===== src/sv/lsfp_pkg.sv =====
// Shared types and constants for the lidar serial frame parser.
`default_nettype none

package lsfp_pkg;

    localparam logic [7:0]  HDR_BYTE       = 8'h59;
    localparam logic [15:0] FALLBACK_RESET = 16'd100;

    typedef enum logic [3:0] {
        PH_HUNT = 4'd0,
        PH_HDR2 = 4'd1,
        PH_PAY0 = 4'd2,
        PH_PAY1 = 4'd3,
        PH_PAY2 = 4'd4,
        PH_PAY3 = 4'd5,
        PH_PAY4 = 4'd6,
        PH_PAY5 = 4'd7,
        PH_PAY6 = 4'd8
    } phase_t;

    typedef struct packed {
        logic [15:0] frame_distance;
        logic        checksum_ok;
        logic [15:0] held_distance;
    } result_t;

endpackage

`default_nettype wire


===== src/sv/lidar_serial_frame_parser_unit.sv =====
// Top level of the lidar serial frame parser: input register, parser and result register.
//
// Received serial bytes enter one per cycle through a registered input stage. The byte is
// parsed from that register. When it closes a nine-byte frame (two 0x59 headers and
// seven payload bytes), its result is loaded into the output register at the end of the
// cycle in which that byte leaves the parser, which raises out_valid.
// The block sustains one byte per clock; the only thing that slows it is a result that
// waits in the output register while the parser holds another closing byte. Each result
// carries the frame's distance, the checksum verdict and the held distance (latest good
// nonzero distance, or fallback_distance until one arrives). fallback_distance resets to
// 100 and is written through its own channel, which is always ready; write it while idle.
`default_nettype none

module lidar_serial_frame_parser_unit
    import lsfp_pkg::*;
(
    input  wire logic        clk,
    input  wire logic        rst_n,
    input  wire logic        cfg_valid,
    output logic             cfg_ready,
    input  wire logic [15:0] fallback_distance,
    input  wire logic        in_valid,
    output logic             in_ready,
    input  wire logic [7:0]  rx_byte,
    output logic             out_valid,
    input  wire logic        out_ready,
    output logic [15:0]      frame_distance,
    output logic             checksum_ok,
    output logic [15:0]      held_distance
);

    logic [15:0] fallback_reg;
    logic        s1_valid_reg;
    logic [7:0]  s1_byte_reg;
    logic        out_valid_reg;
    result_t     out_reg;
    result_t     parse_result;
    logic        frame_done;
    logic        out_free;
    logic        s1_advance;
    logic        in_xfer;

    assign cfg_ready  = 1'b1;
    assign out_free   = !out_valid_reg || out_ready;
    // A byte that closes a frame can only leave once the result register is free.
    assign s1_advance = s1_valid_reg && (!frame_done || out_free);
    assign in_ready   = !s1_valid_reg || s1_advance;
    assign in_xfer    = in_valid && in_ready;

    lsfp_parser u_parser (
        .clk               (clk),
        .rst_n             (rst_n),
        .step              (s1_advance),
        .rx_byte           (s1_byte_reg),
        .fallback_distance (fallback_reg),
        .frame_done        (frame_done),
        .result            (parse_result)
    );

    always_ff @(posedge clk or negedge rst_n)
    begin
        if (!rst_n)
        begin
            fallback_reg <= FALLBACK_RESET;
        end
        else if (cfg_valid)
        begin
            fallback_reg <= fallback_distance;
        end
    end

    always_ff @(posedge clk or negedge rst_n)
    begin
        if (!rst_n)
        begin
            s1_valid_reg  <= 1'b0;
            out_valid_reg <= 1'b0;
        end
        else
        begin
            if (in_ready)
            begin
                s1_valid_reg <= in_valid;
            end
            if (s1_advance && frame_done)
            begin
                out_valid_reg <= 1'b1;
            end
            else if (out_ready)
            begin
                out_valid_reg <= 1'b0;
            end
        end
    end

    always_ff @(posedge clk)
    begin
        if (in_xfer)
        begin
            s1_byte_reg <= rx_byte;
        end
        if (s1_advance && frame_done)
        begin
            out_reg <= parse_result;
        end
    end

    assign out_valid      = out_valid_reg;
    assign frame_distance = out_reg.frame_distance;
    assign checksum_ok    = out_reg.checksum_ok;
    assign held_distance  = out_reg.held_distance;

endmodule

`default_nettype wire


===== src/sv/lsfp_parser.sv =====
// Frame parser state machine: header hunt, payload collection and checksum.
`default_nettype none

module lsfp_parser
    import lsfp_pkg::*;
(
    input  wire logic        clk,
    input  wire logic        rst_n,
    input  wire logic        step,
    input  wire logic [7:0]  rx_byte,
    input  wire logic [15:0] fallback_distance,
    output logic             frame_done,
    output result_t          result
);

    phase_t      phase_reg, phase_next;
    logic [7:0]  sum_reg, sum_next;
    logic [15:0] dist_reg, dist_next;
    logic [15:0] last_good_reg, last_good_next;
    logic        sum_match;
    logic        new_good;

    assign sum_match = (sum_reg == rx_byte);
    assign new_good  = sum_match && (dist_reg != 16'd0);

    // Next state.
    always_comb
    begin
        phase_next     = phase_reg;
        sum_next       = sum_reg;
        dist_next      = dist_reg;
        last_good_next = last_good_reg;
        case (phase_reg)
            PH_HDR2:
            begin
                if (rx_byte == HDR_BYTE)
                begin
                    sum_next   = 8'(HDR_BYTE + HDR_BYTE);
                    dist_next  = 16'd0;
                    phase_next = PH_PAY0;
                end
                else
                begin
                    phase_next = PH_HUNT;
                end
            end
            PH_PAY0:
            begin
                dist_next  = {dist_reg[15:8], rx_byte};
                sum_next   = sum_reg + rx_byte;
                phase_next = PH_PAY1;
            end
            PH_PAY1:
            begin
                dist_next  = {rx_byte, dist_reg[7:0]};
                sum_next   = sum_reg + rx_byte;
                phase_next = PH_PAY2;
            end
            PH_PAY2:
            begin
                sum_next   = sum_reg + rx_byte;
                phase_next = PH_PAY3;
            end
            PH_PAY3:
            begin
                sum_next   = sum_reg + rx_byte;
                phase_next = PH_PAY4;
            end
            PH_PAY4:
            begin
                sum_next   = sum_reg + rx_byte;
                phase_next = PH_PAY5;
            end
            PH_PAY5:
            begin
                sum_next   = sum_reg + rx_byte;
                phase_next = PH_PAY6;
            end
            PH_PAY6:
            begin
                if (new_good)
                begin
                    last_good_next = dist_reg;
                end
                phase_next = PH_HUNT;
            end
            default:
            begin
                // Hunting; a byte rejected as second header lands here and is not re-checked.
                phase_next = (rx_byte == HDR_BYTE) ? PH_HDR2 : PH_HUNT;
            end
        endcase
    end

    // Outputs.
    always_comb
    begin
        frame_done            = (phase_reg == PH_PAY6);
        result.frame_distance = dist_reg;
        result.checksum_ok    = sum_match;
        if (new_good)
        begin
            result.held_distance = dist_reg;
        end
        else if (last_good_reg != 16'd0)
        begin
            result.held_distance = last_good_reg;
        end
        else
        begin
            result.held_distance = fallback_distance;
        end
    end

    always_ff @(posedge clk or negedge rst_n)
    begin
        if (!rst_n)
        begin
            phase_reg     <= PH_HUNT;
            sum_reg       <= 8'd0;
            dist_reg      <= 16'd0;
            last_good_reg <= 16'd0;
        end
        else if (step)
        begin
            phase_reg     <= phase_next;
            sum_reg       <= sum_next;
            dist_reg      <= dist_next;
            last_good_reg <= last_good_next;
        end
    end

endmodule

`default_nettype wire

===== config.mk =====
export PLATFORM = sky130hd
export DESIGN_NAME = lidar_serial_frame_parser_unit
export DESIGN_NICKNAME = d
export VERILOG_FILES = /design/src/sv/lsfp_pkg.sv /design/src/sv/lidar_serial_frame_parser_unit.sv /design/src/sv/lsfp_parser.sv
export SDC_FILE = /design/constraint.sdc
export NUM_CORES = 1
export LEC_CHECK = 0
export ABC_AREA = 1
export BUFFER_PORTS_ARGS = -buffer_cell sky130_fd_sc_hd__buf_2
export CAP_MARGIN = 20
export CELL_PAD_IN_SITES_DETAIL_PLACEMENT = 0
export CELL_PAD_IN_SITES_GLOBAL_PLACEMENT = 1
export CORE_UTILIZATION = 44
export DETAILED_ROUTE_END_ITERATION = 8
export GPL_ROUTABILITY_DRIVEN = 0
export PLACE_DENSITY_LB_ADDON = 0.1
export SLEW_MARGIN = 5
export SYNTH_ARGS = -nofsm -noshare
export SYNTH_HDL_FRONTEND = slang
export SYNTH_SLANG_ARGS = --single-unit

===== constraint.sdc =====
create_clock -name clk -period 2.66 [get_ports clk]
set_input_delay 0.399 -clock clk [delete_from_list [all_inputs] [get_ports clk]]
set_output_delay 0.399 -clock clk [all_outputs]
set_load 0.01 [all_outputs]

==> results of run 1 <==
==> worst paths after layout <==
check | endpoint | cells past startpoint | slack [ps] | from
max in group asynchronous | u_parser.sum_reg[4]$_DFFE_PN0P_ | 2 | 1920 | rst_n
setup / recovery | held_distance[2]$_DFFE_PP_ | 7 | 460 | s1_byte_reg[4]$_DFFE_PP_
hold reg to reg | u_parser.last_good_reg[11]$_DFFE_PN0P_ | 2 | 480 | u_parser.last_good_reg[11]$_DFFE_PN0P_
hold / removal | fallback_reg[1]$_DFFE_PN0P_ | 2 | 200 | rst_n
setup reg to reg | held_distance[2]$_DFFE_PP_ | 7 | 460 | s1_byte_reg[4]$_DFFE_PP_
min in group clk | s1_byte_reg[7]$_DFFE_PP_ | 1 | 200 | rx_byte[7]
==> cells by family (layout without fill, tap and decap cells) <==
kind of cell	Yosys count	count (layout)	synth area share
compound gates	32	32	0.03433
xor+xnor	2	2	0.003726
fa+ha+maj	8	8	0.02288
buf+inv	69	141	0.05854
flops	103	103	0.5926
mux	16	16	0.03832
other cells	1	1	0.0007975
simple gates	273	273	0.2488
==> placed cells by master, fill, tap and decap left out, types with 2 or more instances in the layout <==
master / count
clkinvlp_4: 3
inv_1: 52
nand2_1: 161
o21ai_0: 26
dfrtp_1: 59
buf_2: 63
dfstp_2: 3
mux2_2: 16
clkbuf_8: 9
a21oi_1: 5
clkinv_2: 3
nor2_1: 36
edfxtp_1: 41
nor3_1: 2
nand3b_1: 2
buf_4: 8
ha_1: 7
nand3_1: 47
nand4_1: 22
==> power groups by stage <==
stage / Sequential [mW] / Clock, mW / Combinational, mW
floorplan: 2.09 / 0 / 1.03
global placement: 2.19 / 0 / 1.32
detailed placement: 2.19 / 0 / 1.33
CTS: 2.15 / 0.880 / 1.34
global route: 2.19 / 0.939 / 1.53
finish: 2.16 / 0.847 / 1.33
==> area by class of cell <==
| type | count | area (µm²) | area share |
|---|---|---|---|
| Tap cell | 136 | 170.2 | 0.03187 |
| Multi-Input combinational cell | 332 | 1640 | 0.3072 |
| Clock buffer | 10 | 127.6 | 0.02390 |
| Clock inverter | 6 | 37.54 | 0.007029 |
| Inverter | 54 | 202.7 | 0.03796 |
| Timing Repair Buffer | 71 | 375.4 | 0.07029 |
| Sequential cell | 103 | 2786 | 0.5218 |
==> critical path: cells and delay by family, from the launching register on <==
family,cells,cell delay [ps]
adders and majority gates,1,370
buffers and inverters,1,110
DFF,1,430
and+or+nand+nor,5,1050
==> per-layer routing <==
metal	track usage	share of wire	vias up
met4	0.06338	0.020	0
met3	0.04143	0.040	16
met2	0.3252	0.48	71
li1	-	-	1786
met1	0.2411	0.46	1587
met5	0	0	-
==> flow_summary.ini, run 1 <==
[layout]
fin_util = 0.5173
finalInstanceArea_mm2 = 0.005340
drive_above_1_share = 0.1892
fin_cells = 712
diodes = 0
area_growth_pct = 13.57
nFillCells = 974
nNetsFinal = 608

[grt]
grt_pass1_vias = 3391
overflow = 0
grt.total_usage = 0.1909
grt_max_degree = 63
grt_pass1_wl_um = 16530
antenna_found_initial = 0

[outcome]
outcome = complete, no violations

[cts]
clk_pin_slew_ps = 90
hold_buffers = 0
numCtsBuffers = 9
cts_setup_buffers = 0
clk_latency_ps = 370
ctsLongestPathBuffers = 2
cts_num_sinks = 103
root_buffer = clkbuf_8
htree_levels = 3
cts_tree = done
postCtsResizedCells = 0

[synth]
synth_fp_nets = 541
synth_edf_count = 41
yosysSeqAreaShare = 0.5926
synth_ff_type = dfrtp_1
synth_top_area_frac = 0.3140
netlist_instances = 504
synth_area_mm2 = 0.004702
yosysMostFrequentCell = nand2_1
synth-seq-cells = 103
yosys-top-cells-area = dfrtp_1 31%, edfxtp_1 26%, nand2_1 13%
async_reset_ff_frac = 0.6019
synth_top_cell_by_area = dfrtp_1
synth_common_cells = 161 x nand2_1, 59 x dfrtp_1, 52 x inv_1, 47 x nand3_1, 41 x edfxtp_1
yosysWarningCount = 0
ys_types = 27
syn_area_per_cell_um2 = 9.329

[critical_path]
worstSetupPathType = reg2reg
crit_slowest_cell = edfxtp_1
path_cells = ha_1, inv_1, nand3_1, nor3_4, nand2_2, nand2_1, nand2_1
cp.arrival_ps = 2330
cp_max_fo = 16
max_stage_delay_ps = 430
start_kind = flip-flop
critical_path.most_common_cell = nand2_1
cp.required_ps = 2790
crit_path_end_kind = flip-flop

[power_and_ir_drop]
switching_share = 0.3870
p_sw_mw = 1.679
peakVddDrop_v = 0.0004738
comb_power_share = 0.308
power_mw = 4.339
seqPwrFrac = 0.497
pwr-share-clk = 0.195
power.leakage_nw = 2.633
power.density_mw_per_mm2 = 812.6
p_int_mw = 2.660

[timing]
rsz0062_at_grt = false
hold-worst-slack_ps = 197.2
skew_ps = 8.577
worst_pin_slew_ps = 952.7
slew_viol_final = 0
hold_viol = 0
period_needed_ps = 2201
max_freq_mhz = 454.4
slew_headroom = 0.3619
setup_ws_ps = 459.3
finalSetupTns_ps = 0
finalSetupViolCount = 0
min_period_over_period = 0.8273

[floorplan]
row_count = 37
core_area_mm2 = 0.01032
floorplan.initialDensity = 0.4555
ios = 65
dieHeight_um = 105.4
chipWidth_um = 105.4
die-area_mm2 = 0.01110

[drt]
num_vias = 3460
drcViolationCount = 0
antenna_left = 0
post_drt_wl_per_cell_um = 13.84
avgViaCountPerCell = 4.860
drt-total-wl_um = 9855
drt_iter0_drc = 155
drt_pass1_iterations = 4

[placement]
portBuffers = 63
hpwl_um = 7128
place_area_mm2 = 0.005175
place_ws_ps = 471.0
dp.cells = 696

[hold_path]
min_path_type = in2async

[run]
maxCapViolCount = 0
No activity file was read; power rests on OpenSTA's default activity.
==> run 2, diff against run 1 <==
--- a/config.mk
+++ b/config.mk
@@ -10,7 +10,7 @@
 export CAP_MARGIN = 20
 export CELL_PAD_IN_SITES_DETAIL_PLACEMENT = 0
 export CELL_PAD_IN_SITES_GLOBAL_PLACEMENT = 1
-export CORE_UTILIZATION = 44
+export CORE_UTILIZATION = 40
 export DETAILED_ROUTE_END_ITERATION = 8
 export GPL_ROUTABILITY_DRIVEN = 0
 export PLACE_DENSITY_LB_ADDON = 0.1
==> constraint.sdc (replaced) <==
create_clock -name clk -period 1.77 [get_ports clk]
set_input_delay 0.2655 -clock clk [delete_from_list [all_inputs] [get_ports clk]]
set_output_delay 0.2655 -clock clk [all_outputs]
set_load 0.01 [all_outputs]
==> flow_summary.ini, run 2 (synthesis results as in run 1) <==
[layout]
layout_commonest_cell = nand2_1
fin_util = 0.5605
diodes = 0
area_growth_pct = 36.11
drive_above_1_share = 0.3281
nNetsFinal = 666
mostFrequentLayoutCells = 150 x nand2_1, 63 x buf_2, 59 x dfrtp_1, 51 x buf_4, 48 x inv_1

[timing]
period_needed_ps = 1774
skew_ps = 5.929
rsz0062_at_grt = true
finalSetupViolCount = 4
hold-worst-slack_ps = 92.62
min_period_over_period = 1.002
setup_ws_ps = -3.757
hold_viol = 0
max_freq_mhz = 563.8
slew_viol_final = 0
finalSetupTns_ps = -7.264

[critical_path]
rr_worst_depth = 8
cp.buffers_inverters = 4
worstSetupPathType = reg2reg
path_cells = xor2_1, buf_4, nor3_4, buf_6, buf_8, buf_12, nand3_2, nand2_1
crit_family = buffers and inverters
cp_max_fo = 8
r2r-end = held_distance[7]$_DFFE_PP_
start_kind = flip-flop
cp.arrival_ps = 1990
r2r_slack_ps = -4
crit_slowest_cell = edfxtp_1
cp.required_ps = 1990
crit_path_end_kind = flip-flop
timing.rr.start = s1_byte_reg[7]$_DFFE_PP_
max_stage_delay_ps = 470

[cts]
htree_levels = 3
clk_latency_ps = 350
clk_pin_slew_ps = 70
ctsLongestPathBuffers = 2
cts_num_sinks = 103
root_buffer = clkbuf_16
cts_tree = done
numCtsBuffers = 9

[floorplan]
dieHeight_um = 110.4
die-area_mm2 = 0.01219
floorplan.initialDensity = 0.4118
core_area_mm2 = 0.01142
chipWidth_um = 110.4
ios = 65
row_count = 39

[drt]
antenna_left = 0
drt_iter0_drc = 140
drt_pass1_iterations = 4
drcViolationCount = 0
num_vias = 3734
post_drt_wl_per_cell_um = 14.33
avgViaCountPerCell = 4.806
drt-total-wl_um = 11140

[grt]
grt_pass1_vias = 3669
grt.total_usage = 0.1915
overflow = 0
grt_pass1_wl_um = 18310
grt_max_degree = 63
antenna_found_initial = 0

[outcome]
violations = setup timing
outcome = finished with violations

[power_and_ir_drop]
switching_share = 0.3704
pwr-share-clk = 0.243
seqPwrFrac = 0.361
power.leakage_nw = 3.051
power.density_mw_per_mm2 = 1339
p_int_mw = 5.397
p_sw_mw = 3.175
peakVddDrop_v = 0.0007374
comb_power_share = 0.396

[run]
maxCapViolCount = 0

[hold_path]
holdPathEnd = s1_byte_reg[2]$_DFFE_PP_
hold_depth = 1
min_path_type = in2reg
hp-start = rx_byte[2]

[placement]
hpwl_um = 7692
portBuffers = 63
-- run 2: changes by cell type in the layout (fill, tap and decap cells not counted), sizes merged --
cell | previous run | this run
buf | 71 | 125
bufinv | 0 | 2
clkbuf | 10 | 13
clkinvlp | 3 | 1
dlygate4sd3 | 0 | 1
-- run 2: layer usage --
metal,GRT usage,up-vias,wire length [µm]
li1,-,1917,-
met5,0,-,0
met4,0.05778,0,161
met1,0.2358,1738,4842
met2,0.3271,65,5703
met3,0.05214,14,430
-- run 2: what timing repair did --
action                                  CTS  global route
cloned                                    1             3
pin swaps                                 6            31
resized for setup                        19            40
setup buffers                             5             5
endpoints found under the setup margin   18            58
hold endpoints to repair                 59             0
hold buffers                              1             0
-- run 2: worst max-delay path by stage --
stage	start	endpoint	slack [ps]	cells past startpoint
after floorplan	u_parser.sum_reg[1]$_DFFE_PN0P_	held_distance[11]$_DFFE_PP_	-40	8
after global placement	s1_byte_reg[5]$_DFFE_PP_	held_distance[4]$_DFFE_PP_	-110	7
after detailed placement	u_parser.sum_reg[1]$_DFFE_PN0P_	held_distance[0]$_DFFE_PP_	-180	7
after CTS	u_parser.sum_reg[6]$_DFFE_PN0P_	held_distance[15]$_DFFE_PP_	-40	9
after global routing	s1_byte_reg[3]$_DFFE_PP_	held_distance[7]$_DFFE_PP_	-120	9
final	s1_byte_reg[7]$_DFFE_PP_	held_distance[7]$_DFFE_PP_	-4	8
-- run 2: through the flow --
stage | std cells | setup slack (ps) | instance area [µm²] | total power, mW
after floorplan | 504 | -43.19 | 4746 | 4.739
after global placement | 746 | -114.1 | 5632 | 5.922
after detailed placement | 746 | -179.9 | 5632 | 5.950
after CTS | 769 | -44.02 | 6092 | 8.245
after global routing | 777 | -116.7 | 6400 | 9.146
final | 777 | -3.757 | 6400 | 8.572
-- run 2: layout make-up --
cell class / count / area (µm²)
inverter: 54 / 205.2
timing repair buffer: 129 / 988.4
multi-input combinational: 332 / 1927
clock inverter: 6 / 85.08
clock buffer: 10 / 229.0
tap: 143 / 178.9
sequential: 103 / 2786
fill: 1056 / 5019
-- run 2: power by group through the flow --
| stage | combinational (mW) | sequential, mW | clock, mW |
|---|---|---|---|
| 6_report | 3.39 | 3.09 | 2.09 |
| 5_1_grt | 3.77 | 3.14 | 2.24 |
| 4_1_cts | 3.02 | 3.06 | 2.16 |
| 3_5_place_dp | 2.83 | 3.12 | 0 |
| 3_3_place_gp | 2.80 | 3.12 | 0 |
| 2_1_floorplan | 1.58 | 3.16 | 0 |
==> run 3, diff against run 2 <==
--- a/config.mk
+++ b/config.mk
@@ -14,6 +14,7 @@
 export DETAILED_ROUTE_END_ITERATION = 8
 export GPL_ROUTABILITY_DRIVEN = 0
 export PLACE_DENSITY_LB_ADDON = 0.1
+export SKIP_CTS_REPAIR_TIMING = 1
 export SLEW_MARGIN = 5
 export SYNTH_ARGS = -nofsm -noshare
 export SYNTH_HDL_FRONTEND = slang
==> constraint.sdc (replaced) <==
create_clock -name clk -period 1.77 [get_ports clk]
set_input_delay 0.2655 -clock clk [delete_from_list [all_inputs] [get_ports clk]]
set_output_delay 0.2655 -clock clk [all_outputs]
set_load 0.05 [all_outputs]
==> flow_summary.ini, run 3 (synthesis results as in run 1) <==
[outcome]
outcome = finished with violations
violations = setup timing

[hold_path]
hp-start = rx_byte[5]
min_path_type = in2reg

[grt]
grt_max_degree = 63
grt_pass1_vias = 3508
grt.total_usage = 0.1801
antenna_found_initial = 0
overflow = 0
grt_pass1_wl_um = 17330

[layout]
drive_above_1_share = 0.3184
area_growth_pct = 33.61
nFillCells = 1064
mostFrequentLayoutCells = 156 x nand2_1, 62 x buf_2, 57 x dfrtp_1, 47 x inv_1, 42 x buf_4
nNetsFinal = 658
fin_cells = 768
layout_commonest_cell = nand2_1
diodes = 0

[drt]
drt_pass1_iterations = 4
drt-total-wl_um = 11080
num_vias = 3735
drcViolationCount = 0
drt_iter0_drc = 207
antenna_left = 0
avgViaCountPerCell = 4.863
post_drt_wl_per_cell_um = 14.42

[placement]
dp.cells = 740
portBuffers = 63
hpwl_um = 7676
place_ws_ps = -192.4

[timing]
hold_viol = 0
skew_ps = 3.400
max_freq_mhz = 547.1
rsz0062_at_grt = true
finalSetupViolCount = 21
min_period_over_period = 1.033
setup_ws_ps = -57.88
period_needed_ps = 1828
slew_viol_final = 0

[cts]
ctsLongestPathBuffers = 2
numCtsBuffers = 9
htree_levels = 3
clk_pin_slew_ps = 60
cts_num_sinks = 103
clk_latency_ps = 350
root_buffer = clkbuf_16
cts_tree = done

[critical_path]
cp.required_ps = 1990
path_cells = ha_4, nor2_4, nand3_2, nor3_4, buf_6, buf_8, clkbuf_16, nand3_2, nand2_1
cp-startpoint = s1_byte_reg[3]$_DFFE_PP_
timing.rr.start = s1_byte_reg[3]$_DFFE_PP_
crit_path_end_kind = flip-flop
cp_max_fo = 6
critical_path.most_common_cell = nand3_2
cp.arrival_ps = 2050
start_kind = flip-flop
max_stage_delay_ps = 440
crit_slowest_cell = edfxtp_1
worstSetupPathType = reg2reg

[power_and_ir_drop]
power.density_mw_per_mm2 = 1332
peakVddDrop_v = 0.0009262
power.leakage_nw = 3.010

[floorplan]
floorplan.initialDensity = 0.4118
die-area_mm2 = 0.01219
core_area_mm2 = 0.01142
row_count = 39
ios = 65
chipWidth_um = 110.4
dieHeight_um = 110.4

[run]
maxCapViolCount = 0
run 3: final cells by class:
cell class	count	area [µm²]	area share
clock buffers	9	225.2	0.03585
inverters	54	202.7	0.03226
clock inverters	6	76.32	0.01215
repair buffers	121	908.4	0.1446
multi-input cells	332	1902	0.3027
flip-flops and latches	103	2789	0.4439
well taps	143	178.9	0.02848
run 3: report_power, final:
group / internal [mW] / switching, mW
registers: 2.87 / 0.305
logic: 1.17 / 1.98
clock network: 1.21 / 0.833
run 3: worst paths after layout:
| path | cells after the start | slack [ps] | end |
|---|---|---|---|
| setup / recovery | 9 | -60 | held_distance[4]$_DFFE_PP_ |
| hold / removal | 1 | 90 | s1_byte_reg[5]$_DFFE_PP_ |
| setup reg to reg | 9 | -60 | held_distance[4]$_DFFE_PP_ |
| hold reg to reg | 2 | 470 | u_parser.last_good_reg[12]$_DFFE_PN0P_ |
| max in group asynchronous | 3 | 1010 | fallback_reg[6]$_DFFE_PN1P_ |
| min in group asynchronous | 3 | 460 | fallback_reg[0]$_DFFE_PN0P_ |
run 3: per-stage QoR:
step                      power (mW)  area, µm²  hold slack, ps  setup TNS [ps]  utilization
final                          8.368       6282           90.58          -689.7       0.5502
after global routing           8.883       6282           69.98           -3831       0.5502
after CTS                      7.897       5863          -69.16           -3598       0.5135
after detailed placement       5.818       5562           305.9           -3042       0.4871
after global placement         5.772       5562           305.6           -2389       0.4871
after floorplan                4.764       4748          -30.09          -501.3            -
run 3: layer usage:
| metal | track usage | share of wire | vias up |
|---|---|---|---|
| met5 | 0 | 0 | - |
| met4 | 0.05511 | 0.012 | 0 |
| met3 | 0.05598 | 0.044 | 9 |
| met2 | 0.2957 | 0.50 | 78 |
| met1 | 0.2275 | 0.44 | 1755 |
| li1 | - | - | 1893 |
run 3: critical path: cells and delay by family (launching register included):
kind | cells | cell delay (ps)
and+or+nand+nor | 5 | 520
buffers and inverters | 3 | 450
DFF | 1 | 440
adders and majority gates | 1 | 280
